## src/signed_piecewise_poly_command_top_assert.svh

```systemverilog
// ============================================================================
// Assertion macros for the piecewise polynomial command block
// Checks are compiled only when the design is not being synthesized.
// ============================================================================
`ifndef SIGNED_PIECEWISE_POLY_COMMAND_TOP_ASSERT_SVH
`define SIGNED_PIECEWISE_POLY_COMMAND_TOP_ASSERT_SVH

`ifndef SYNTHESIS

// The consequent must hold in the same cycle as the antecedent.
`define SPC_ASSERT_SAME(label, clk, rst, pre, post) \
   label: assert property (@(posedge clk) disable iff (rst) (pre) |-> (post)) \
      else $error("spc assertion failed");

// The consequent must hold in the cycle after the antecedent.
`define SPC_ASSERT_NEXT(label, clk, rst, pre, post) \
   label: assert property (@(posedge clk) disable iff (rst) (pre) |=> (post)) \
      else $error("spc assertion failed");

`else

`define SPC_ASSERT_SAME(label, clk, rst, pre, post)
`define SPC_ASSERT_NEXT(label, clk, rst, pre, post)

`endif

`endif

```

## src/spc_pkg.sv

```systemverilog
// ============================================================================
// spc_pkg
// Shared types and constants of the piecewise polynomial command block.
// ============================================================================
package spc_pkg;

   // Polynomial degree; powers above the register bank read as zero.
   localparam int DEGREE    = 4;
   localparam int NUM_PAIRS = 5;

   localparam int ADDR_W = 6;
   localparam int DATA_W = 64;
   localparam int IDX_LO = 3;
   localparam int IDX_W  = ADDR_W - IDX_LO;

   localparam logic signed [47:0] ACC_MAX = 48'sh7FFF_FFFF_FFFF;
   localparam logic signed [47:0] ACC_MIN = 48'sh8000_0000_0000;

   typedef logic [NUM_PAIRS-1:0][DATA_W-1:0] bank_type;

   // One item in flight between cells.
   typedef struct packed {
      logic               valid;
      logic               neg;
      logic               zero;
      logic signed [15:0] x;
      logic signed [47:0] acc;
   } stage_type;

   // An item after the multiply half of a cell.
   typedef struct packed {
      logic               valid;
      logic               neg;
      logic               zero;
      logic signed [15:0] x;
      logic signed [63:0] prod;
   } prod_type;

endpackage

```

## src/spc_csr.sv

```systemverilog
// ============================================================================
// spc_csr
// Coefficient register bank behind the configuration port.
// ============================================================================
module spc_csr (
   input  logic                          clock,
   input  logic                          reset,
   input  logic                          csr_psel,
   input  logic                          csr_penable,
   input  logic                          csr_pwrite,
   input  logic [spc_pkg::ADDR_W-1:0]    csr_paddr,
   input  logic [spc_pkg::DATA_W-1:0]    csr_pwdata,
   output logic [spc_pkg::DATA_W-1:0]    csr_prdata,
   output logic                          csr_pready,
   output spc_pkg::bank_type             bank
);

   spc_pkg::bank_type             bank_ff;
   logic [spc_pkg::IDX_W-1:0]     idx;
   logic                          in_range;

   assign idx        = csr_paddr[spc_pkg::ADDR_W-1:spc_pkg::IDX_LO];
   assign in_range   = idx < spc_pkg::IDX_W'(spc_pkg::NUM_PAIRS);
   assign csr_pready = 1'b1;
   assign bank       = bank_ff;

   always_comb begin
      csr_prdata = '0;
      if (in_range) begin
         csr_prdata = bank_ff[idx];
      end
   end

   always_ff @(posedge clock) begin
      if (reset) begin
         bank_ff <= '0;
      end else if (csr_psel && csr_penable && csr_pwrite && in_range) begin
         bank_ff[idx] <= csr_pwdata;
      end
   end

endmodule

```

## config.mk

```make
export PLATFORM = sky130hd
export DESIGN_NAME = spc_csr
export DESIGN_NICKNAME = d
export VERILOG_FILES = /design/src/signed_piecewise_poly_command_top_assert.svh /design/src/spc_pkg.sv /design/src/spc_csr.sv
export SDC_FILE = /design/constraint.sdc
export NUM_CORES = 1
export LEC_CHECK = 0
export ABC_CLOCK_PERIOD_IN_PS = 1800
export BUFFER_PORTS_ARGS = -buffer_cell sky130_fd_sc_hd__buf_4
export CAP_MARGIN = 40
export CORE_MARGIN = 2
export CORE_UTILIZATION = 40
export DETAILED_ROUTE_END_ITERATION = 8
export PLACE_DENSITY = 0.67
export SETUP_SLACK_MARGIN = 0.4
export SYNTH_ARGS = -nofsm -noshare
export SYNTH_HDL_FRONTEND = slang
export SYNTH_SLANG_ARGS = --single-unit
```

## constraint.sdc

```tcl
create_clock -name clock -period 1.8 [get_ports clock]
set_clock_uncertainty 0.2 [all_clocks]
set_input_delay 0.36 -clock clock [delete_from_list [all_inputs] [get_ports clock]]
set_output_delay 0.36 -clock clock [all_outputs]
set_load 0.02 [all_outputs]
```

==> key figures <==
GRT
  • Number of global-route vias before repair: about 13000
  • Grt total ovfl: 0
  • Initial antenna violation count: 1
  • GR Layer Usage met1: 32.9%
  • GR Util met2: 44.7%
  • GRT busiest layer: met2
  • GRT Total Usage: between 20% and 30%
  • First-pass GRT wire length: ~81000 um
  • Largest net degree at the start of global routing: between 80 and 90
  • GR Util met3: 6.25%

Die
  • Die X: a little under 200 um
  • Number of I/O pins: 460
  • Core box area: ~37000 sq um
  • Die H: 198 um
  • Die ar.: between 30000 and 40000 sq um
  • Initial Util: 40.4%
  • Num rows: 71

Timing
  • Fmax: 0.491 GHz
  • Max-slew violations: 0
  • RSZ-0062 raised after global routing: true
  • Min cycle time layout: just over 2 ns
  • Final WS setup: -0.235 ns
  • Final hold vios: 0
  • Crit share post-route: 113%
  • # setup viols final: 64

Setup path
  • Slowest Stage Delay on Critical Path: ~0.21 ns
  • Critical Path Fanout Max: 8
  • Critical-path top delay cell: o221ai_4
  • Crit-path cells: buf_12 -> nor2b_4 -> buf_6 -> buf_12 -> a22oi_2 -> o221ai_4 -> buf_6
  • Worst-case reg-to-reg path depth: 4
  • Crit end category: output port
  • Crit path required time: 1.24 ns
  • Worst Path Arrival: 1.47 ns
  • Crit Path Class: in -> out
  • Worst Setup Start Kind: input pin

Clocking
  • Hold buffers post-CTS: 0
  • Worst-path clk slew: 0.06 ns
  • Clk root buf: clkbuf_16
  • Clk sinks: 320
  • Clk Latency, worst-skew pair: 0.50 ns
  • CTS Buf Count: 37
  • CTS tree: done
  • H-tree depth: 2
  • CTS max path bufs: 3

Synthesis
  • Post-synth top area cell: dfxtp_1
  • Syn Nets: 1518
  • Yosys warns: 0
  • Mapped cell area: approximately 15000 sq um
  • Synth top area share: a little over two fifths
  • Synth top area cells: dfxtp_1 42%, mux2i_1 27%, nand2b_1 16%, o221ai_1 2.7%, nand3b_1 2.4%
  • Avg Cell Area, Syn: approximately 10 sq um
  • Sequential fraction of the synthesis area: 42.4%
  • Yosys cell types: 24
  • Post-Syn Instances: 1443
  • #FFs+latches synth: 320

Final layout
  • Final-stage net count: 2039
  • Layout cell share with drive strength beyond 1: 54.1%
  • Fillers: 2893
  • Area Overhead vs Synth: 61.1%
  • Flip-flop count of the largest register after layout: 320
  • Multi-input logic area: 9280 sq um
  • Register area: 6920 sq um

Pwr
  • Pwr Density: 659 nW/um^2
  • Clock share of power: between 40% and 50%
  • Comb power frac: 10.6%
  • Pint: approximately 0.012 W
  • Total power: roughly 0.016 W
  • Static leakage: ~11 nW
  • Switch Pwr: 0.00389 W
  • Peak supply drop: 0.000880 V
  • Switch share: 24.2%
  • Flop pwr share: 44.2%

Route
  • DR pass1 iterations: 5
  • 1st-iter DRT viols: roughly 530
  • DRC Markers: 0
  • Final wirelength: around 56000 um
  • Vias post-DR: 13200
  • Post-DR wirelength/cell: 22.5 um
  • Vias per inst: 5.27
  • Final ANT Viol Nets: 0

Worst hold path
  • Tightest Hold Check Type: in -> reg
  • WHS Path Cells: 3

Placement
  • RD Place Congestion: 0.825
  • Final HPWL DP: 37100 um
  • Place WS: -0.280 ns
  • Port-buffer cells: roughly 460

Run
  • MaxCap Viol Count: 0

Run status
  • Outcome: finished, violations left
  • Failing checks: setup timing
==> per-layer routing <==
layer	up-vias	part of all wire, %
li1	6122	-
met1	6447	41
met2	474	48
met3	121	6.7
met4	0	3.7
met5	-	0
==> cells by family after synthesis <==
family	synth area share, %
multiplexers	26.6
AND/OR/NAND/NOR	18.9
AO/OA/AOI/OAI	7.46
buffers and inverters	4.60
other	0.0248
flip-flops	42.4
==> power by group through the flow <==
stage	clock network, W	logic (W)	registers, W
2_1_floorplan	0	0.000876	0.00739
3_3_place_gp	0	0.00146	0.00734
3_5_place_dp	0	0.00148	0.00734
6_report	0.00725	0.00170	0.00708
4_1_cts	0.00737	0.00161	0.00713
5_1_grt	0.00768	0.00178	0.00708
==> layout make-up <==
type | count | area share (%)
Antenna cell | 1 | 0.0103
Clock inverter | 9 | 0.412
Tap cell | 511 | 2.63
Clock buffer | 54 | 4.32
Timing Repair Buffer | 612 | 26.0
Multi-Input combinational cell | 993 | 38.2
Sequential cell | 320 | 28.5
==> through the flow <==
step / utilization (%) / instance area (sq um) / instances / hold slack [ns] / setup TNS, ns
global placement: 55.1 / 20600 / 2368 / 0.273 / -65.17
CTS: 61.4 / 23000 / 2466 / 0.00201 / -11.45
global route: 65.0 / 24300 / 2499 / 0.0207 / -15.33
floorplan: - / 16600 / 1443 / 0.357 / -0.269
finish: 65.0 / 24300 / 2500 / 0.0141 / -12.08
detailed placement: 55.1 / 20600 / 2368 / 0.281 / -67.90
==> cells in the mapped netlist (all sizes together) <==
library cell and count:
mux2i 401, nand2b 384, dfxtp 320, clkbuf 70
buf 60, nand3b 49, a22oi 47, o221ai 47
o21a 17, o21ai 17, o2bb2ai 17, nand2 3
nor2b 3, and2 2, and3b 1, and4 1
and4b 1, conb 1, nor2 1, or2 1
==> critical path, delay by kind of cell <==
kind	cells	cell delay [ns]
AND/OR/NAND/NOR	1	0.19
AO/OA/AOI/OAI	2	0.32
buffers and inverters	4	0.59
==> path summary, 6_finish.rpt <==
path / from / end / slack (ns)
hold / removal: csr_pwdata[18] / bank[82]$_SDFFE_PP0P_ / 0.01
setup reg to reg: bank[65]$_SDFFE_PP0P_ / bank[65]$_SDFFE_PP0P_ / 0.76
hold reg to reg: bank[11]$_SDFFE_PP0P_ / bank[11]$_SDFFE_PP0P_ / 0.29
setup / recovery: csr_paddr[4] / csr_prdata[51] / -0.23
==> what timing repair did <==
item                       CTS  global route
setup buffers               31            23
setup endpoints to repair  541           703
cloned                       4            10
gates resized for setup    293           360
pin swaps                   27            31
==> cell usage in the layout, fill, tap and decap left out, types with 4 or more instances in the layout <==
cell	netlist	routed
dfxtp_2	0	163
buf_6	13	246
a22oi_2	0	44
nand3b_1	49	49
o221ai_4	0	40
dfxtp_1	320	74
buf_4	23	307
mux2i_2	0	36
mux2i_1	401	359
clkinv_2	0	5
o2bb2ai_1	17	13
dfxtp_4	0	83
clkbuf_1	70	11
buf_16	0	8
o221ai_2	0	7
clkbuf_16	0	44
o2bb2ai_2	0	4
buf_12	0	40
nand2b_1	384	384
clkbuf_8	0	7
mux2i_4	0	6
o21ai_1	0	14
o21a_2	0	16
Power figures use the tool's default switching activity.
