### src/signed_piecewise_poly_command_top_assert.svh
// ============================================================================
// Assertion macros for the piecewise polynomial command block
// Checks are compiled only when the design is not being synthesized.
// ============================================================================
`ifndef SIGNED_PIECEWISE_POLY_COMMAND_TOP_ASSERT_SVH
`define SIGNED_PIECEWISE_POLY_COMMAND_TOP_ASSERT_SVH

`ifndef SYNTHESIS

// The consequent must hold in the same cycle as the antecedent.
`define SPC_ASSERT_SAME(label, clk, rst, pre, post) \
   label: assert property (@(posedge clk) disable iff (rst) (pre) |-> (post)) \
      else $error("spc assertion failed");

// The consequent must hold in the cycle after the antecedent.
`define SPC_ASSERT_NEXT(label, clk, rst, pre, post) \
   label: assert property (@(posedge clk) disable iff (rst) (pre) |=> (post)) \
      else $error("spc assertion failed");

`else

`define SPC_ASSERT_SAME(label, clk, rst, pre, post)
`define SPC_ASSERT_NEXT(label, clk, rst, pre, post)

`endif

`endif

### src/spc_pkg.sv
// ============================================================================
// spc_pkg
// Shared types and constants of the piecewise polynomial command block.
// ============================================================================
package spc_pkg;

   // Polynomial degree; powers above the register bank read as zero.
   localparam int DEGREE    = 4;
   localparam int NUM_PAIRS = 5;

   localparam int ADDR_W = 6;
   localparam int DATA_W = 64;
   localparam int IDX_LO = 3;
   localparam int IDX_W  = ADDR_W - IDX_LO;

   localparam logic signed [47:0] ACC_MAX = 48'sh7FFF_FFFF_FFFF;
   localparam logic signed [47:0] ACC_MIN = 48'sh8000_0000_0000;

   typedef logic [NUM_PAIRS-1:0][DATA_W-1:0] bank_type;

   // One item in flight between cells.
   typedef struct packed {
      logic               valid;
      logic               neg;
      logic               zero;
      logic signed [15:0] x;
      logic signed [47:0] acc;
   } stage_type;

   // An item after the multiply half of a cell.
   typedef struct packed {
      logic               valid;
      logic               neg;
      logic               zero;
      logic signed [15:0] x;
      logic signed [63:0] prod;
   } prod_type;

endpackage

### src/spc_cell.sv
// ============================================================================
// spc_cell
// One Horner step: multiply by x, round, add the coefficient, saturate.
// ============================================================================
module spc_cell (
   input  logic                clock,
   input  logic                reset,
   input  spc_pkg::stage_type  up,
   output logic                up_ready,
   input  logic signed [31:0]  coef_pos,
   input  logic signed [31:0]  coef_neg,
   output spc_pkg::stage_type  dn,
   input  logic                dn_ready
);

   spc_pkg::prod_type   p_ff, p_in;
   spc_pkg::stage_type  a_ff, a_in;
   logic                ready_p, ready_a;
   logic signed [63:0]  rnd_sum;
   logic signed [48:0]  rounded;
   logic signed [31:0]  coef;
   logic signed [49:0]  sum;

   assign ready_a  = !a_ff.valid || dn_ready;
   assign ready_p  = !p_ff.valid || ready_a;
   assign up_ready = ready_p;
   assign dn       = a_ff;

   always_comb begin
      p_in       = p_ff;
      p_in.valid = ready_a ? 1'b0 : p_ff.valid;
      if (ready_p) begin
         p_in.valid = up.valid;
         p_in.neg   = up.neg;
         p_in.zero  = up.zero;
         p_in.x     = up.x;
         p_in.prod  = up.acc * up.x;
      end
   end

   // Adding one less on negative products turns the floor shift into
   // rounding half away from zero.
   assign rnd_sum = p_ff.prod + 64'sd16384 - $signed({63'd0, p_ff.prod[63]});
   assign rounded = rnd_sum[63:15];
   assign coef    = p_ff.neg ? coef_neg : coef_pos;
   assign sum     = {rounded[48], rounded} + {{18{coef[31]}}, coef};

   always_comb begin
      a_in = a_ff;
      if (ready_a) begin
         a_in.valid = p_ff.valid;
         a_in.neg   = p_ff.neg;
         a_in.zero  = p_ff.zero;
         a_in.x     = p_ff.x;
         if (sum[49:47] == 3'b000 || sum[49:47] == 3'b111) begin
            a_in.acc = sum[47:0];
         end else if (sum[49]) begin
            a_in.acc = spc_pkg::ACC_MIN;
         end else begin
            a_in.acc = spc_pkg::ACC_MAX;
         end
      end
   end

   always_ff @(posedge clock) begin
      if (reset) begin
         p_ff.valid <= 1'b0;
         a_ff.valid <= 1'b0;
      end else begin
         p_ff.valid <= p_in.valid;
         a_ff.valid <= a_in.valid;
      end
      p_ff.neg  <= p_in.neg;
      p_ff.zero <= p_in.zero;
      p_ff.x    <= p_in.x;
      p_ff.prod <= p_in.prod;
      a_ff.neg  <= a_in.neg;
      a_ff.zero <= a_in.zero;
      a_ff.x    <= a_in.x;
      a_ff.acc  <= a_in.acc;
   end

endmodule

### config.mk
export PLATFORM = sky130hd
export DESIGN_NAME = spc_cell
export DESIGN_NICKNAME = d
export VERILOG_FILES = /design/src/signed_piecewise_poly_command_top_assert.svh /design/src/spc_pkg.sv /design/src/spc_cell.sv
export SDC_FILE = /design/constraint.sdc
export NUM_CORES = 2
export LEC_CHECK = 0
export BUFFER_PORTS_ARGS = -buffer_cell sky130_fd_sc_hd__buf_4
export CORE_ASPECT_RATIO = 0.5
export CORE_MARGIN = 2
export CORE_UTILIZATION = 50
export DETAILED_ROUTE_END_ITERATION = 10
export PLACE_DENSITY = 0.74
export SYNTH_ARGS = -nofsm -noshare
export SYNTH_HDL_FRONTEND = slang
export SYNTH_SLANG_ARGS = --single-unit
### constraint.sdc
create_clock -name clock -period 22.3 [get_ports clock]
set_clock_uncertainty 0.15 [all_clocks]
set_input_delay 2.23 -clock clock [delete_from_list [all_inputs] [get_ports clock]]
set_output_delay 2.23 -clock clock [all_outputs]
set_load 0.01 [all_outputs]
==> flow_summary.json <==
{
  "placed_area_sq_mm": 0.0400,
  "final_common_cell": "inv_1",
  "crit_slowest_cell": "fa_1",
  "cpPeakStageDelay_ns": 0.62,
  "yosysSeqAreaShare": 0.118,
  "start_util": 0.505,
  "start_kind": "primary input",
  "yosys_warnings": 0,
  "ioPinCount": 202,
  "cts_tree": "built",
  "synth.area.top_cells": "fa_1 38%, edfxtp_1 12%, inv_1 9.5%",
  "syn_area_per_cell_sq_um": 8.83,
  "synthArstFlopShare": 0,
  "worstSkewPairLatency_ns": 0.50,
  "viasPerCell": 5.50,
  "syn_area_sq_mm": 0.0379,
  "synth_top_family_by_area": "adder cells",
  "gp_congestion": 0.934,
  "post_cts_buffers": 0,
  "report.final.setup_viol": 0,
  "ant_nets": 0,
  "grt_pass1_vias": 30902,
  "numPortBuffers": 201,
  "grt_pass1_wl_um": 164000,
  "drcViolationCount": 0,
  "final_max_slew_viol_count": 0,
  "core_sq_mm": 0.0752,
  "fillCellCount": 6752,
  "drv_cap": 0,
  "clock_sinks": 150,
  "final-seq-area_sq_mm": 0.00448,
  "clk_path_buf_depth": 2,
  "die_w_um": 393,
  "slew_headroom": 0.321,
  "setup-tns-final_ns": 0,
  "critPathCaptureType": "register",
  "postCtsHoldBufs": 0,
  "rsz0062_at_grt": "no",
  "num-nets-final": 5424,
  "yosysTopAreaCell": "fa_1",
  "synthAdderAreaFrac": 0.460,
  "track_usage": 0.266,
  "wl_per_cell_um": 18.9,
  "synth_compound_gate_area_share": 0.111,
  "syn_to_final_growth_pct": 7.01,
  "rows": 71,
  "crit_arrival_ns": 9.54,
  "cp_common_cell": "fa_1",
  "grt_max_degree": 76,
  "finalWirelength_um": 101000,
  "synth_top_area_frac": 0.375,
  "ys_ff_latch": 150,
  "synthFlopType": "edfxtp_1",
  "final_cell_mix": "958 x inv_1, 711 x fa_1, 585 x nand2_1, 267 x and2_1, 257 x ha_1",
  "synth_edf_count": 148,
  "hp-class": "reg -> reg",
  "drt_first_iter_violations": 2233,
  "dp_hpwl_um": 79700,
  "synth_cell_type_count": 84,
  "dieArea_sq_mm": 0.0782,
  "crit_required_ns": 22.37,
  "tightest_slew_ns": 1.02,
  "hold_viol": 0,
  "synth.net_count": 5396,
  "cts_buffers": 17,
  "yosys.area_share.simple": 0.147,
  "path_class": "in -> reg",
  "max_freq_mhz": 106,
  "synth_cells": 4294,
  "min_period_ns": 9.46,
  "path_cells": "buf_4 > nand2_1 > fa_1 > inv_1 > fa_1 > fa_1 > fa_1 > fa_1 > inv_1 > fa_1 > inv_1 > ha_1 > o211ai_1 > or4_1 > a41oi_1 > a21boi_2 > a2bb2oi_1 > a31oi_1 > o21ai_1 > mux2i_1 > o311ai_0",
  "min_period_over_period": 0.424,
  "cts_resized": 0,
  "cp_max_fo": 49,
  "clock-root-buffer": "clkbuf_16",
  "synth.area.mux_share": 0.0111,
  "outcome": "finished, final reports clean",
  "antenna_found_initial": 4,
  "htreeDepth": 4,
  "synth-xor-area-share": 0.0356,
  "final_cell_area_sq_mm": 0.0406,
  "firstDrtPassIters": 6,
  "drive_gt1_frac": 0.0770,
  "die_y_um": 199,
  "gr-total-overflow": 0,
  "clkSlewWorstSetupHoldPaths_ns": 0.08,
  "route.vias.total": 29468,
  "multi_input_area_sq_mm": 0.0290
}
[metal layers]
| metal | track usage | wire [um] |
|---|---|---|
| met5 | 0 | 0 |
| met2 | 0.434 | 46800 |
| met3 | 0.0591 | 8670 |
| met1 | 0.351 | 42500 |
| met4 | 0.0937 | 3100 |
[layout make-up]
class,count,share of cell area
inverter,960,0.0888
clock inverter,15,0.00410
tap,1022,0.0315
timing repair buffer,209,0.0387
multi-input combinational,2984,0.716
sequential,150,0.111
antenna,3,0.000185
clock buffer,17,0.0105
[cells by family after synthesis]
kind of cell             count (synthesis)
XOR/XNOR                               154
buffers and inverters                 1160
AO/OA/AOI/OAI                          636
multiplexers                            38
flip-flops                             150
adder cells (fa/ha/maj)                968
AND/OR/NAND/NOR                       1188
[worst max-delay path: cells and delay by family]
family	cells	cell delay [ns]
adder cells (fa/ha/maj)	7	3.51
AO/OA/AOI/OAI	7	2.05
AND/OR/NAND/NOR	2	0.77
buffers and inverters	4	0.67
multiplexers	1	0.22
[flip-flops by register name, indices dropped and copies added, names as in the netlist]
register	count
p_ff	83
dn	67
[cells in the mapped netlist (6+ instances only)]
cell type	count
a21oi_1	183
buf_1	8
a211oi_1	27
and3_1	28
o31ai_1	11
o21bai_1	37
o21ai_2	30
xnor2_1	100
xor2_1	54
edfxtp_1	148
nand2b_1	24
nand3b_1	6
clkbuf_1	177
inv_1	959
mux2_2	32
a41oi_1	8
nor2_1	142
o21ai_0	115
a31o_2	6
mux2i_1	6
ha_1	257
nand2_1	586
o211ai_1	15
o21ai_1	6
o21a_1	22
nand3_1	34
a31oi_1	13
nor2b_1	17
a21o_1	95
nor4_1	8
buf_6	7
fa_1	711
a221oi_1	6
and2_1	267
nand4_1	31
a211o_1	9
nor3_1	21
[through the flow]
| step | worst slack [ns] | hold WS [ns] | std cells | utilization |
|---|---|---|---|---|
| floorplan | 13.58 | 0.250 | 4294 | - |
| global placement | 12.65 | 0.250 | 5325 | 0.532 |
| detailed placement | 12.49 | 0.256 | 5325 | 0.532 |
| CTS | 13.02 | 0.262 | 5357 | 0.540 |
| global route | 12.61 | 0.270 | 5357 | 0.540 |
| finish | 12.84 | 0.258 | 5360 | 0.540 |
[final timing paths]
path | startpoint | endpoint | slack [ns] | cells after the start
setup / recovery | up[55] | p_ff[58]$_DFFE_PN_ | 12.84 | 21
hold / removal | p_ff[73]$_DFFE_PN_ | dn[57]$_DFFE_PP_ | 0.26 | 0
setup reg to reg | p_ff[18]$_DFFE_PN_ | dn[29]$_DFFE_PP_ | 15.10 | 21
hold reg to reg | p_ff[73]$_DFFE_PN_ | dn[57]$_DFFE_PP_ | 0.26 | 0
Power is left out: the tool's default activity adds up to more than one toggle a clock period on the data nets, which glitch-free logic cannot reach.
