[config.mk]
export PLATFORM = sky130hd
export DESIGN_NAME = spc_final
export DESIGN_NICKNAME = d
export VERILOG_FILES = /design/src/spc_pkg.sv /design/src/spc_final.sv
export VERILOG_INCLUDE_DIRS = /design/src /design/src/src
export SDC_FILE = /design/constraint.sdc
export NUM_CORES = 1
export LEC_CHECK = 0
export BUFFER_PORTS_ARGS = -buffer_cell sky130_fd_sc_hd__buf_2
export CORE_MARGIN = 4
export CORE_UTILIZATION = 55
export CTS_BUF_LIST = sky130_fd_sc_hd__clkbuf_8
export CTS_CLUSTER_DIAMETER = 40
export DETAILED_ROUTE_END_ITERATION = 16
export GPL_ROUTABILITY_DRIVEN = 0
export PLACE_DENSITY = 0.81
export SLEW_MARGIN = 30
export SYNTH_ARGS = -nofsm -noshare
export SYNTH_HDL_FRONTEND = slang
export SYNTH_SLANG_ARGS = --single-unit
[constraint.sdc]
create_clock -name clock -period 8.6 [get_ports clock]
set_input_delay 0.86 -clock clock [delete_from_list [all_inputs] [get_ports clock]]
set_output_delay 0.86 -clock clock [all_outputs]
set_load 0.05 [all_outputs]
[src/signed_piecewise_poly_command_top_assert.svh]
// ============================================================================
// Assertion macros for the piecewise polynomial command block
// Checks are compiled only when the design is not being synthesized.
// ============================================================================
`ifndef SIGNED_PIECEWISE_POLY_COMMAND_TOP_ASSERT_SVH
`define SIGNED_PIECEWISE_POLY_COMMAND_TOP_ASSERT_SVH

`ifndef SYNTHESIS

// The consequent must hold in the same cycle as the antecedent.
`define SPC_ASSERT_SAME(label, clk, rst, pre, post) \
   label: assert property (@(posedge clk) disable iff (rst) (pre) |-> (post)) \
      else $error("spc assertion failed");

// The consequent must hold in the cycle after the antecedent.
`define SPC_ASSERT_NEXT(label, clk, rst, pre, post) \
   label: assert property (@(posedge clk) disable iff (rst) (pre) |=> (post)) \
      else $error("spc assertion failed");

`else

`define SPC_ASSERT_SAME(label, clk, rst, pre, post)
`define SPC_ASSERT_NEXT(label, clk, rst, pre, post)

`endif

`endif

[src/spc_pkg.sv]
// ============================================================================
// spc_pkg
// Shared types and constants of the piecewise polynomial command block.
// ============================================================================
package spc_pkg;

   // Polynomial degree; powers above the register bank read as zero.
   localparam int DEGREE    = 4;
   localparam int NUM_PAIRS = 5;

   localparam int ADDR_W = 6;
   localparam int DATA_W = 64;
   localparam int IDX_LO = 3;
   localparam int IDX_W  = ADDR_W - IDX_LO;

   localparam logic signed [47:0] ACC_MAX = 48'sh7FFF_FFFF_FFFF;
   localparam logic signed [47:0] ACC_MIN = 48'sh8000_0000_0000;

   typedef logic [NUM_PAIRS-1:0][DATA_W-1:0] bank_type;

   // One item in flight between cells.
   typedef struct packed {
      logic               valid;
      logic               neg;
      logic               zero;
      logic signed [15:0] x;
      logic signed [47:0] acc;
   } stage_type;

   // An item after the multiply half of a cell.
   typedef struct packed {
      logic               valid;
      logic               neg;
      logic               zero;
      logic signed [15:0] x;
      logic signed [63:0] prod;
   } prod_type;

endpackage

[src/spc_final.sv]
// ============================================================================
// spc_final
// Rounds the accumulator to an integer command (zero for zero speed), saturates, holds the result.
// ============================================================================
`include "signed_piecewise_poly_command_top_assert.svh"

module spc_final (
   input  logic                clock,
   input  logic                reset,
   input  spc_pkg::stage_type  up,
   output logic                up_ready,
   output logic                rsp_valid,
   input  logic                rsp_stall,
   output logic signed [15:0]  rsp_command,
   output logic                rsp_clipped
);

   logic                rsp_valid_ff, rsp_valid_in;
   logic signed [15:0]  rsp_command_ff, rsp_command_in;
   logic                rsp_clipped_ff, rsp_clipped_in;
   logic signed [48:0]  rnd_sum;
   logic signed [32:0]  r;

   assign up_ready    = !rsp_valid_ff || !rsp_stall;
   assign rsp_valid   = rsp_valid_ff;
   assign rsp_command = rsp_command_ff;
   assign rsp_clipped = rsp_clipped_ff;

   assign rnd_sum = {up.acc[47], up.acc} + 49'sd32768 - $signed({48'd0, up.acc[47]});
   assign r       = rnd_sum[48:16];

   always_comb begin
      rsp_valid_in   = rsp_valid_ff;
      rsp_command_in = rsp_command_ff;
      rsp_clipped_in = rsp_clipped_ff;
      if (up_ready) begin
         rsp_valid_in = up.valid;
         if (up.zero) begin
            rsp_command_in = '0;
            rsp_clipped_in = 1'b0;
         end else if (r[32:15] == '0 || r[32:15] == '1) begin
            rsp_command_in = r[15:0];
            rsp_clipped_in = 1'b0;
         end else begin
            rsp_command_in = r[32] ? 16'sh8000 : 16'sh7FFF;
            rsp_clipped_in = 1'b1;
         end
      end
   end

   always_ff @(posedge clock) begin
      if (reset) begin
         rsp_valid_ff <= 1'b0;
      end else begin
         rsp_valid_ff <= rsp_valid_in;
      end
      rsp_command_ff <= rsp_command_in;
      rsp_clipped_ff <= rsp_clipped_in;
   end

   `SPC_ASSERT_NEXT(a_zero_speed, clock, reset, up.valid && up_ready && up.zero, rsp_command == 16'sd0 && !rsp_clipped)
   `SPC_ASSERT_SAME(a_clip_extreme, clock, reset, rsp_valid && rsp_clipped, rsp_command == 16'sh7FFF || rsp_command == 16'sh8000)
   `SPC_ASSERT_NEXT(a_sign_kept, clock, reset, up.valid && up_ready && !up.acc[47], !rsp_command[15])

endmodule
==> impl_metrics.py, run 1 <==
metrics = {
    "yosys": {
        "muxShareOfSynthArea_pct": 0.263,
        "synthSimpleGateAreaFrac_pct": 20.9,
        "ys_ff_latch": 18,
        "synth.avg_cell_area_um2": 7.45,
        "async_flop_share_pct": 0,
        "synth_fa_ha_area_share_pct": 15.5,
        "ys_seq_area_share_pct": 13.9,
        "synth_area_um2": 3800,
        "synth_compound_area_share_pct": 34.9,
        "synth_cell_types": 64,
        "syn_inst": 511,
        "ys.flop_type": "edfxtp_1",
        "synth_nets": 628,
        "synth_top_family_by_area": "compound AO/OA/AOI/OAI gates",
        "synth-xor-area-share_pct": 6.68,
        "yosys_warnings": 0,
        "synth-edff-count": 17,
    },
    "grt": {
        "track_usage_pct": 21.9,
        "grt_max_degree": 19,
        "grt-ovfl-total": 0,
        "grt_pass1_vias": 3531,
        "antenna_found_initial": 0,
        "grt_pass1_wl_mm": 15.7,
    },
    "clocking": {
        "post_cts_buffers": 0,
        "ctsHtreeMaxLevel": 1,
        "cts-root-buf": "clkbuf_8",
        "clk_pin_slew_ns": 0.06,
        "clock_sinks": 18,
        "clkLatencyLatePin_ns": 0.24,
        "hold_buffers": 0,
        "cts.repair.resized": 0,
        "clockBufferDepth": 2,
        "cts_tree": "yes",
        "cts_inserted_buffers": 3,
    },
    "critical_path": {
        "max_stage_delay_ns": 0.57,
        "path_buf_inv": 1,
        "arrival_ns": 4.47,
        "path_cells": "buf_2 > ha_1 > a21oi_1 > o21ai_0 > a221oi_1 > o221ai_1 > a31oi_1 > xnor2_1 > o21bai_1 > nor4b_1 > and4_4 > or3_1 > o21ai_1",
        "r2r_slack_ns": 7.41,
        "timing.rr.end": "rsp_command[0]$_SDFFCE_PP0P_",
        "start_kind": "input port",
        "reg2regPathDepth": 1,
        "crit_family": "compound AO/OA/AOI/OAI gates",
        "reg2reg_from": "rsp_valid$_SDFFE_PP0P_",
        "critPathMaxFanout": 15,
        "required_ns": 8.56,
        "crit_slowest_cell": "a221oi_1",
        "cp-end-kind": "flip-flop",
        "crit_type": "input port to flip-flop",
    },
    "route": {
        "wirelength_mm": 9.59,
        "avgRoutedWirePerCell_um": 14.8,
        "drtAntennaViolNets": 0,
        "firstDrtPassIters": 6,
        "drc": 0,
        "vias": 4035,
        "routed_via_density": 6.24,
        "drtIter0Drc": 397,
    },
    "floorplanning": {
        "pin_count": 89,
        "die_w_um": 91.2,
        "dieArea_um2": 8310,
        "rows": 30,
        "core_area_um2": 6760,
        "die_h_um": 91.2,
        "initial_core_util_pct": 56.3,
    },
    "sta": {
        "setup-tns-final_ns": 0,
        "worst_pin_slew_ns": 0.755,
        "rsz0062_at_grt": "false",
        "hold_viol": 0,
        "setup_violations": 0,
        "finalCritPeriodShare_pct": 52.4,
        "slew_headroom_pct": 49.6,
        "max_freq_ghz": 0.222,
        "skew_ns": 0.00157,
        "post-route-min-period_ns": 4.51,
        "hold-worst-slack_ns": 0.516,
        "drv_slew": 0,
    },
    "job": {
        "maxCapViolations": 0,
    },
    "finish": {
        "nNetsFinal": 685,
        "multi_input_area_um2": 2980,
        "fillCellCount": 657,
        "drive_above_1_share_pct": 19.0,
        "antennaDiodeCount": 0,
        "final_cell_mix": "buf_2 (71), a21oi_1 (57), inv_1 (54)",
        "final_area_um2": 4220,
        "ff_latch_area_um2": 531,
        "area_growth_pct": 10.9,
        "final_common_cell": "buf_2",
    },
    "hold_path": {
        "hold_path.startpoint": "rsp_valid$_SDFFE_PP0P_",
        "hold_class": "flip-flop to flip-flop",
        "hold_end": "rsp_valid$_SDFFE_PP0P_",
        "hold_path_depth": 2,
    },
    "placement": {
        "dpl_cell_area_um2": 4170,
        "io_buffers": 71,
        "dp_hpwl_mm": 8.21,
    },
    "power_and_ir_drop": {
        "p_per_area_nw_per_um2": 112,
        "ir_worst_vdd_mv": 0.0475,
        "p_leak_nw": 1.96,
    },
    "status": {
        "outcome": "finished clean",
    },
}
[worst min-delay path, stage by stage (launching register included)]
cell	delay [ns]
dfxtp_1	0.34
a21oi_1	0.07
nor2_1	0.07
[cell families (layout without fill, tap and decap cells)]
group / count (synthesis) / after routing
AO/OA/AOI/OAI: 191 / 191
XOR/XNOR: 29 / 29
adder cells (fa/ha/maj): 47 / 47
buffers and inverters: 73 / 129
flip-flops: 18 / 18
multiplexers: 1 / 1
AND/OR/NAND/NOR: 152 / 152
[worst max path at each step]
stage                      start                            end  slack, ns  depth (start not counted)
final                     up[14]   rsp_command[5]$_SDFFCE_PP0P_       4.09                         13
after detailed placement  up[14]   rsp_command[5]$_SDFFCE_PP0P_       3.87                         13
after CTS                 up[14]   rsp_command[5]$_SDFFCE_PP0P_       4.13                         13
after floorplan            up[4]  rsp_command[10]$_SDFFCE_PP0P_       4.73                         15
after global routing      up[14]   rsp_command[4]$_SDFFCE_PP0P_       3.96                         13
after global placement    up[14]   rsp_command[3]$_SDFFCE_PP0P_       4.00                         13
[power by group]
| part | internal, mW | total [mW] | switching [mW] |
|---|---|---|---|
| Sequential | 0.106 | 0.108 | 0.00173 |
| Clock | 0.0406 | 0.0650 | 0.0244 |
| Combinational | 0.105 | 0.300 | 0.195 |
| Total | 0.251 | 0.472 | 0.221 |
[registers in the layout (all words and copies together) (netlist names)]
name and cells:
rsp_command 16, rsp_clipped 1, rsp_valid 1
[through the flow]
| step | utilization [%] | power, mW | std cells | worst slack [ns] |
|---|---|---|---|---|
| floorplan | - | 0.337 | 511 | 4.73 |
| finish | 62.5 | 0.472 | 647 | 4.09 |
| CTS | 62.5 | 0.469 | 647 | 4.13 |
| global route | 62.5 | 0.505 | 647 | 3.96 |
| detailed placement | 61.6 | 0.403 | 643 | 3.87 |
| global placement | 61.6 | 0.397 | 643 | 4.00 |
[per-layer routing]
layer	up-vias	GRT usage, %	part of all wire (%)
met4	0	5.90	2.1
met5	-	0	0
met3	18	1.91	7.8
met1	1836	30.7	47
li1	1995	-	-
met2	186	36.0	44
[cell type report]
cell class	instances	area share, %
multi-input combinational	420	70.5
sequential	18	12.6
timing repair buffer	71	8.42
inverter	54	4.80
tap	80	2.37
clock buffer	4	1.30
[cells in the mapped netlist (3+ instances only)]
| cell | count | area (um^2) |
|---|---|---|
| or3_1 | 3 | 18.8 |
| o21bai_1 | 5 | 37.5 |
| nor2_1 | 34 | 128 |
| o31ai_1 | 9 | 67.6 |
| nand2_1 | 42 | 158 |
| o21a_1 | 9 | 67.6 |
| nand2b_1 | 4 | 25.0 |
| a31oi_1 | 7 | 43.8 |
| inv_1 | 54 | 203 |
| clkbuf_1 | 12 | 45.0 |
| o221ai_1 | 3 | 26.3 |
| a21oi_1 | 57 | 285 |
| nor3_1 | 14 | 70.1 |
| o211ai_1 | 4 | 30.0 |
| a211oi_1 | 8 | 60.1 |
| nand3_1 | 9 | 45.0 |
| nor4_1 | 3 | 18.8 |
| edfxtp_1 | 17 | 510 |
| o31ai_2 | 9 | 113 |
| a21boi_0 | 3 | 22.5 |
| a21o_1 | 16 | 120 |
| a21oi_2 | 3 | 26.3 |
| ha_1 | 47 | 588 |
| buf_2 | 3 | 15.0 |
| xnor2_1 | 15 | 131 |
| o21ai_0 | 41 | 205 |
| nor2b_1 | 6 | 37.5 |
| xor2_1 | 14 | 123 |
| nand4_1 | 17 | 106 |
No activity file was read; power rests on OpenSTA's default activity.
==> run 2, diff against run 1 <==
--- a/config.mk
+++ b/config.mk
@@ -8,7 +8,7 @@
 export LEC_CHECK = 0
 export BUFFER_PORTS_ARGS = -buffer_cell sky130_fd_sc_hd__buf_2
 export CORE_MARGIN = 4
-export CORE_UTILIZATION = 55
+export CORE_UTILIZATION = 52
 export CTS_BUF_LIST = sky130_fd_sc_hd__clkbuf_8
 export CTS_CLUSTER_DIAMETER = 40
 export DETAILED_ROUTE_END_ITERATION = 16
==> constraint.sdc (replaced) <==
create_clock -name clock -period 4.09 [get_ports clock]
set_input_delay 0.409 -clock clock [delete_from_list [all_inputs] [get_ports clock]]
set_output_delay 0.409 -clock clock [all_outputs]
set_load 0.05 [all_outputs]
==> impl_metrics.py, run 2 (same netlist as run 1, synthesis figures left out) <==
metrics = {
    "status": {
        "outcome": "finished clean",
    },
    "finish": {
        "antennaDiodeCount": 0,
        "area_growth_pct": 12.3,
        "drive_above_1_share_pct": 19.5,
        "final_cell_mix": "buf_2 (71), a21oi_1 (56), inv_1 (55)",
        "multi_input_area_um2": 2990,
        "final_area_um2": 4270,
        "ff_latch_area_um2": 531,
        "largest_reg_flops": 16,
        "nNetsFinal": 688,
        "final_common_cell": "buf_2",
        "fillCellCount": 641,
    },
    "sta": {
        "hold_viol": 0,
        "slew_headroom_pct": 55.1,
        "setup_violations": 0,
        "drv_slew": 0,
        "setup-tns-final_ns": 0,
        "skew_ns": 0.00122,
        "worst_pin_slew_ns": 0.672,
        "max_freq_ghz": 0.264,
        "post-route-min-period_ns": 3.79,
        "finalCritPeriodShare_pct": 92.6,
        "setup_slack_ns": 0.303,
        "rsz0062_at_grt": "false",
    },
    "route": {
        "vias": 3999,
        "drc": 0,
        "wirelength_mm": 9.86,
        "avgRoutedWirePerCell_um": 14.8,
        "drtIter0Drc": 374,
        "drtAntennaViolNets": 0,
        "routed_via_density": 6.00,
        "firstDrtPassIters": 5,
    },
    "critical_path": {
        "reg2reg_from": "rsp_valid$_SDFFE_PP0P_",
        "crit_cells": 14,
        "required_ns": 4.15,
        "critPathMaxFanout": 15,
        "arrival_ns": 3.84,
        "cp-end-kind": "flip-flop",
        "start_kind": "input port",
        "crit_family": "compound AO/OA/AOI/OAI gates",
        "startpoint": "up[19]",
        "cp-endpoint": "rsp_command[8]$_SDFFCE_PP0P_",
        "max_stage_delay_ns": 0.44,
        "r2r_slack_ns": 2.90,
        "path_cells": "buf_2 > inv_1 > ha_1 > a21oi_1 > o21ai_0 > a21oi_1 > o221ai_1 > a21oi_2 > o31ai_1 > nor4_1 > nand4_1 > nor4_2 > nor2_4 > o31ai_1",
        "path_buf_inv": 2,
        "timing.rr.end": "rsp_command[9]$_SDFFCE_PP0P_",
        "crit_type": "input port to flip-flop",
        "reg2regPathDepth": 1,
        "crit_slowest_cell": "nor4_1",
    },
    "grt": {
        "antenna_found_initial": 0,
        "grt_pass1_wl_mm": 16.4,
        "grt_max_degree": 19,
        "track_usage_pct": 22.3,
        "grt_pass1_vias": 3705,
        "grt-ovfl-total": 0,
    },
    "floorplanning": {
        "die_h_um": 93.5,
        "rows": 30,
        "initial_core_util_pct": 54.8,
        "core_area_um2": 6940,
        "die_w_um": 93.5,
        "dieArea_um2": 8750,
        "pin_count": 89,
    },
    "clocking": {
        "clk_pin_slew_ns": 0.06,
        "cts_inserted_buffers": 3,
        "post_cts_buffers": 0,
        "clkLatencyLatePin_ns": 0.24,
        "clock_sinks": 18,
        "cts-root-buf": "clkbuf_8",
        "ctsHtreeMaxLevel": 1,
        "clockBufferDepth": 2,
        "cts_tree": "yes",
    },
    "placement": {
        "dp_hpwl_mm": 8.42,
        "dp_slack_ns": 0.0189,
        "dpl_cell_area_um2": 4220,
        "io_buffers": 71,
    },
    "power_and_ir_drop": {
        "p_leak_nw": 1.98,
        "ir_worst_vdd_mv": 0.130,
        "finalPower_uw": 985,
        "p_per_area_nw_per_um2": 231,
    },
    "job": {
        "maxCapViolations": 0,
    },
    "hold_path": {
        "hold_class": "input port to flip-flop",
    },
}
run 2: worst min path at each step:
stage                                 startpoint                endpoint  slack, ns  depth (start not counted)
final                                      reset  rsp_valid$_SDFFE_PP0P_       0.32                          2
after floorplan                            reset  rsp_valid$_SDFFE_PP0P_       0.48                          1
after global routing                       reset  rsp_valid$_SDFFE_PP0P_       0.32                          2
after CTS                                  reset  rsp_valid$_SDFFE_PP0P_       0.31                          2
after global placement    rsp_valid$_SDFFE_PP0P_  rsp_valid$_SDFFE_PP0P_       0.49                          2
after detailed placement  rsp_valid$_SDFFE_PP0P_  rsp_valid$_SDFFE_PP0P_       0.52                          2
run 2: final cells by class:
type,count,area share (%)
multi-input combinational,420,69.8
sequential,18,12.4
timing repair buffer,74,9.13
inverter,54,4.74
tap,96,2.81
clock buffer,3,0.966
clock inverter,1,0.0878
run 2: where the power goes:
group	internal [mW]	total (mW)	switching [mW]
sequential	0.223	0.227	0.00388
clock	0.0663	0.116	0.0495
combinational	0.227	0.643	0.416
total	0.516	0.985	0.469
run 2: routing by layer:
layer | share of wire [%] | vias up | track usage (%)
met5 | 0 | - | 0
met4 | 1.1 | 0 | 4.57
met3 | 6.5 | 13 | 1.21
met2 | 47 | 160 | 39.0
met1 | 46 | 1816 | 30.2
li1 | - | 2010 | -
run 2: timing repair:
item | in CTS | in global routing
setup endpoints to repair | 0 | 1
hold buffers | 0 | 0
resized for setup | 0 | 2
hold endpoints to repair | 0 | 0
run 2: metrics by stage:
| stage | cells | utilization [%] | hold WS, ns |
|---|---|---|---|
| floorplan | 511 | - | 0.481 |
| global placement | 662 | 60.8 | 0.487 |
| detailed placement | 662 | 60.8 | 0.519 |
| CTS | 666 | 61.4 | 0.312 |
| global route | 666 | 61.5 | 0.316 |
| finish | 666 | 61.5 | 0.316 |
==> run 3, diff against run 2 <==
--- a/config.mk
+++ b/config.mk
@@ -7,13 +7,12 @@
 export NUM_CORES = 1
 export LEC_CHECK = 0
 export BUFFER_PORTS_ARGS = -buffer_cell sky130_fd_sc_hd__buf_2
-export CORE_MARGIN = 4
 export CORE_UTILIZATION = 52
 export CTS_BUF_LIST = sky130_fd_sc_hd__clkbuf_8
 export CTS_CLUSTER_DIAMETER = 40
 export DETAILED_ROUTE_END_ITERATION = 16
 export GPL_ROUTABILITY_DRIVEN = 0
-export PLACE_DENSITY = 0.81
+export PLACE_DENSITY = 0.82
 export SLEW_MARGIN = 30
 export SYNTH_ARGS = -nofsm -noshare
 export SYNTH_HDL_FRONTEND = slang
==> impl_metrics.py, run 3 (same netlist as run 1, synthesis figures left out) <==
metrics = {
    "status": {
        "outcome": "finished clean",
    },
    "critical_path": {
        "arrival_ns": 3.79,
        "cp-end-kind": "flip-flop",
        "crit_type": "input port to flip-flop",
        "max_stage_delay_ns": 0.60,
        "crit_family": "simple AND/OR/NAND/NOR gates",
        "required_ns": 4.05,
        "path_common_cell": "o31ai_1",
        "start_kind": "input port",
        "crit_slowest_cell": "nor2_2",
        "path_buf_inv": 2,
        "critPathMaxFanout": 15,
        "path_cells": "buf_2 > inv_1 > ha_1 > nand2_1 > nor4_4 > nand3_2 > o21ai_0 > a31oi_1 > o31ai_1 > xor2_1 > nor4_1 > and4_4 > nor2_2 > o31ai_1",
    },
    "finish": {
        "final_cells": 666,
        "antennaDiodeCount": 0,
        "fillCellCount": 648,
        "final_common_cell": "buf_2",
        "area_growth_pct": 12.2,
        "final_area_um2": 4270,
        "final_cell_mix": "buf_2 (71), a21oi_1 (56), inv_1 (55)",
        "nNetsFinal": 688,
        "largest_reg_flops": 16,
        "post-route-util_pct": 61.5,
        "drive_above_1_share_pct": 19.5,
    },
    "power_and_ir_drop": {
        "p_per_area_nw_per_um2": 230,
        "p_leak_nw": 1.98,
        "ir_worst_vdd_mv": 0.122,
    },
    "sta": {
        "max_freq_ghz": 0.261,
        "rsz0062_at_grt": "false",
        "drv_slew": 0,
        "setup_slack_ns": 0.261,
        "slew_headroom_pct": 49.7,
        "setup_violations": 0,
        "worst_pin_slew_ns": 0.754,
        "setup-tns-final_ns": 0,
        "hold_viol": 0,
        "skew_ns": 0.00417,
        "finalCritPeriodShare_pct": 93.6,
        "post-route-min-period_ns": 3.83,
    },
    "clocking": {
        "hold_buffers": 0,
        "cts_tree": "yes",
        "cts_inserted_buffers": 3,
        "clk_pin_slew_ns": 0.06,
        "cts.repair.resized": 0,
        "clock_sinks": 18,
        "post_cts_buffers": 0,
        "ctsHtreeMaxLevel": 1,
        "clockBufferDepth": 2,
        "clkLatencyLatePin_ns": 0.25,
        "cts-root-buf": "clkbuf_8",
    },
    "floorplanning": {
        "core_area_um2": 6940,
        "pin_count": 89,
        "dieArea_um2": 7660,
        "die_w_um": 87.5,
        "rows": 30,
        "die_h_um": 87.5,
        "initial_core_util_pct": 54.8,
    },
    "job": {
        "maxCapViolations": 0,
    },
    "route": {
        "drtAntennaViolNets": 0,
        "firstDrtPassIters": 5,
        "vias": 4015,
        "drc": 0,
        "avgRoutedWirePerCell_um": 14.1,
        "drtIter0Drc": 368,
        "wirelength_mm": 9.41,
        "routed_via_density": 6.03,
    },
    "placement": {
        "dpl.cell_count": 662,
        "dp_hpwl_mm": 8.04,
        "dpl_cell_area_um2": 4220,
        "io_buffers": 71,
        "dp_slack_ns": 0.0395,
    },
    "grt": {
        "grt_pass1_vias": 3552,
        "grt-ovfl-total": 0,
        "antenna_found_initial": 0,
        "track_usage_pct": 24.9,
        "grt_pass1_wl_mm": 15.6,
        "grt_max_degree": 19,
    },
    "hold_path": {
        "hold_class": "input port to flip-flop",
    },
}
[run 3: cell counts in the layout (fill, tap and decap cells not counted)]
Identical to the previous run, type by type.
[run 3: report_power, final]
group	internal, mW	switching, mW
clock network	0.0664	0.0490
registers	0.223	0.00418
logic	0.227	0.414
total	0.516	0.467
[run 3: path summary, 6_finish.rpt]
check	from	end	slack, ns	cells after the start
setup reg to reg	rsp_valid$_SDFFE_PP0P_	rsp_command[11]$_SDFFCE_PP0P_	2.91	1
hold / removal	reset	rsp_valid$_SDFFE_PP0P_	0.32	2
setup / recovery	up[19]	rsp_command[8]$_SDFFCE_PP0P_	0.26	14
hold reg to reg	rsp_valid$_SDFFE_PP0P_	rsp_valid$_SDFFE_PP0P_	0.54	2
[run 3: per-layer routing]
metal | routed length (um) | track usage [%] | vias to the layer above
met5 | 0 | 0 | -
met4 | 111 | 5.37 | 0
met1 | 4460 | 34.9 | 1812
met3 | 612 | 0.848 | 14
met2 | 4220 | 42.8 | 178
li1 | - | - | 2011
[run 3: area by class of cell]
cell class	count	area [um^2]	share of cell area, %
sequential	18	531	12.4
clock inverter	1	3.75	0.0879
timing repair buffer	74	390	9.14
clock buffer	3	41.3	0.967
tap	96	120	2.81
inverter	54	203	4.75
multi-input combinational	420	2980	69.8
[run 3: through the flow]
step / hold WS (ns) / power [mW]
4_1_cts: 0.325 / 0.973
2_1_floorplan: 0.481 / 0.709
6_report: 0.323 / 0.983
3_3_place_gp: 0.480 / 0.842
5_1_grt: 0.316 / 1.05
3_5_place_dp: 0.548 / 0.856
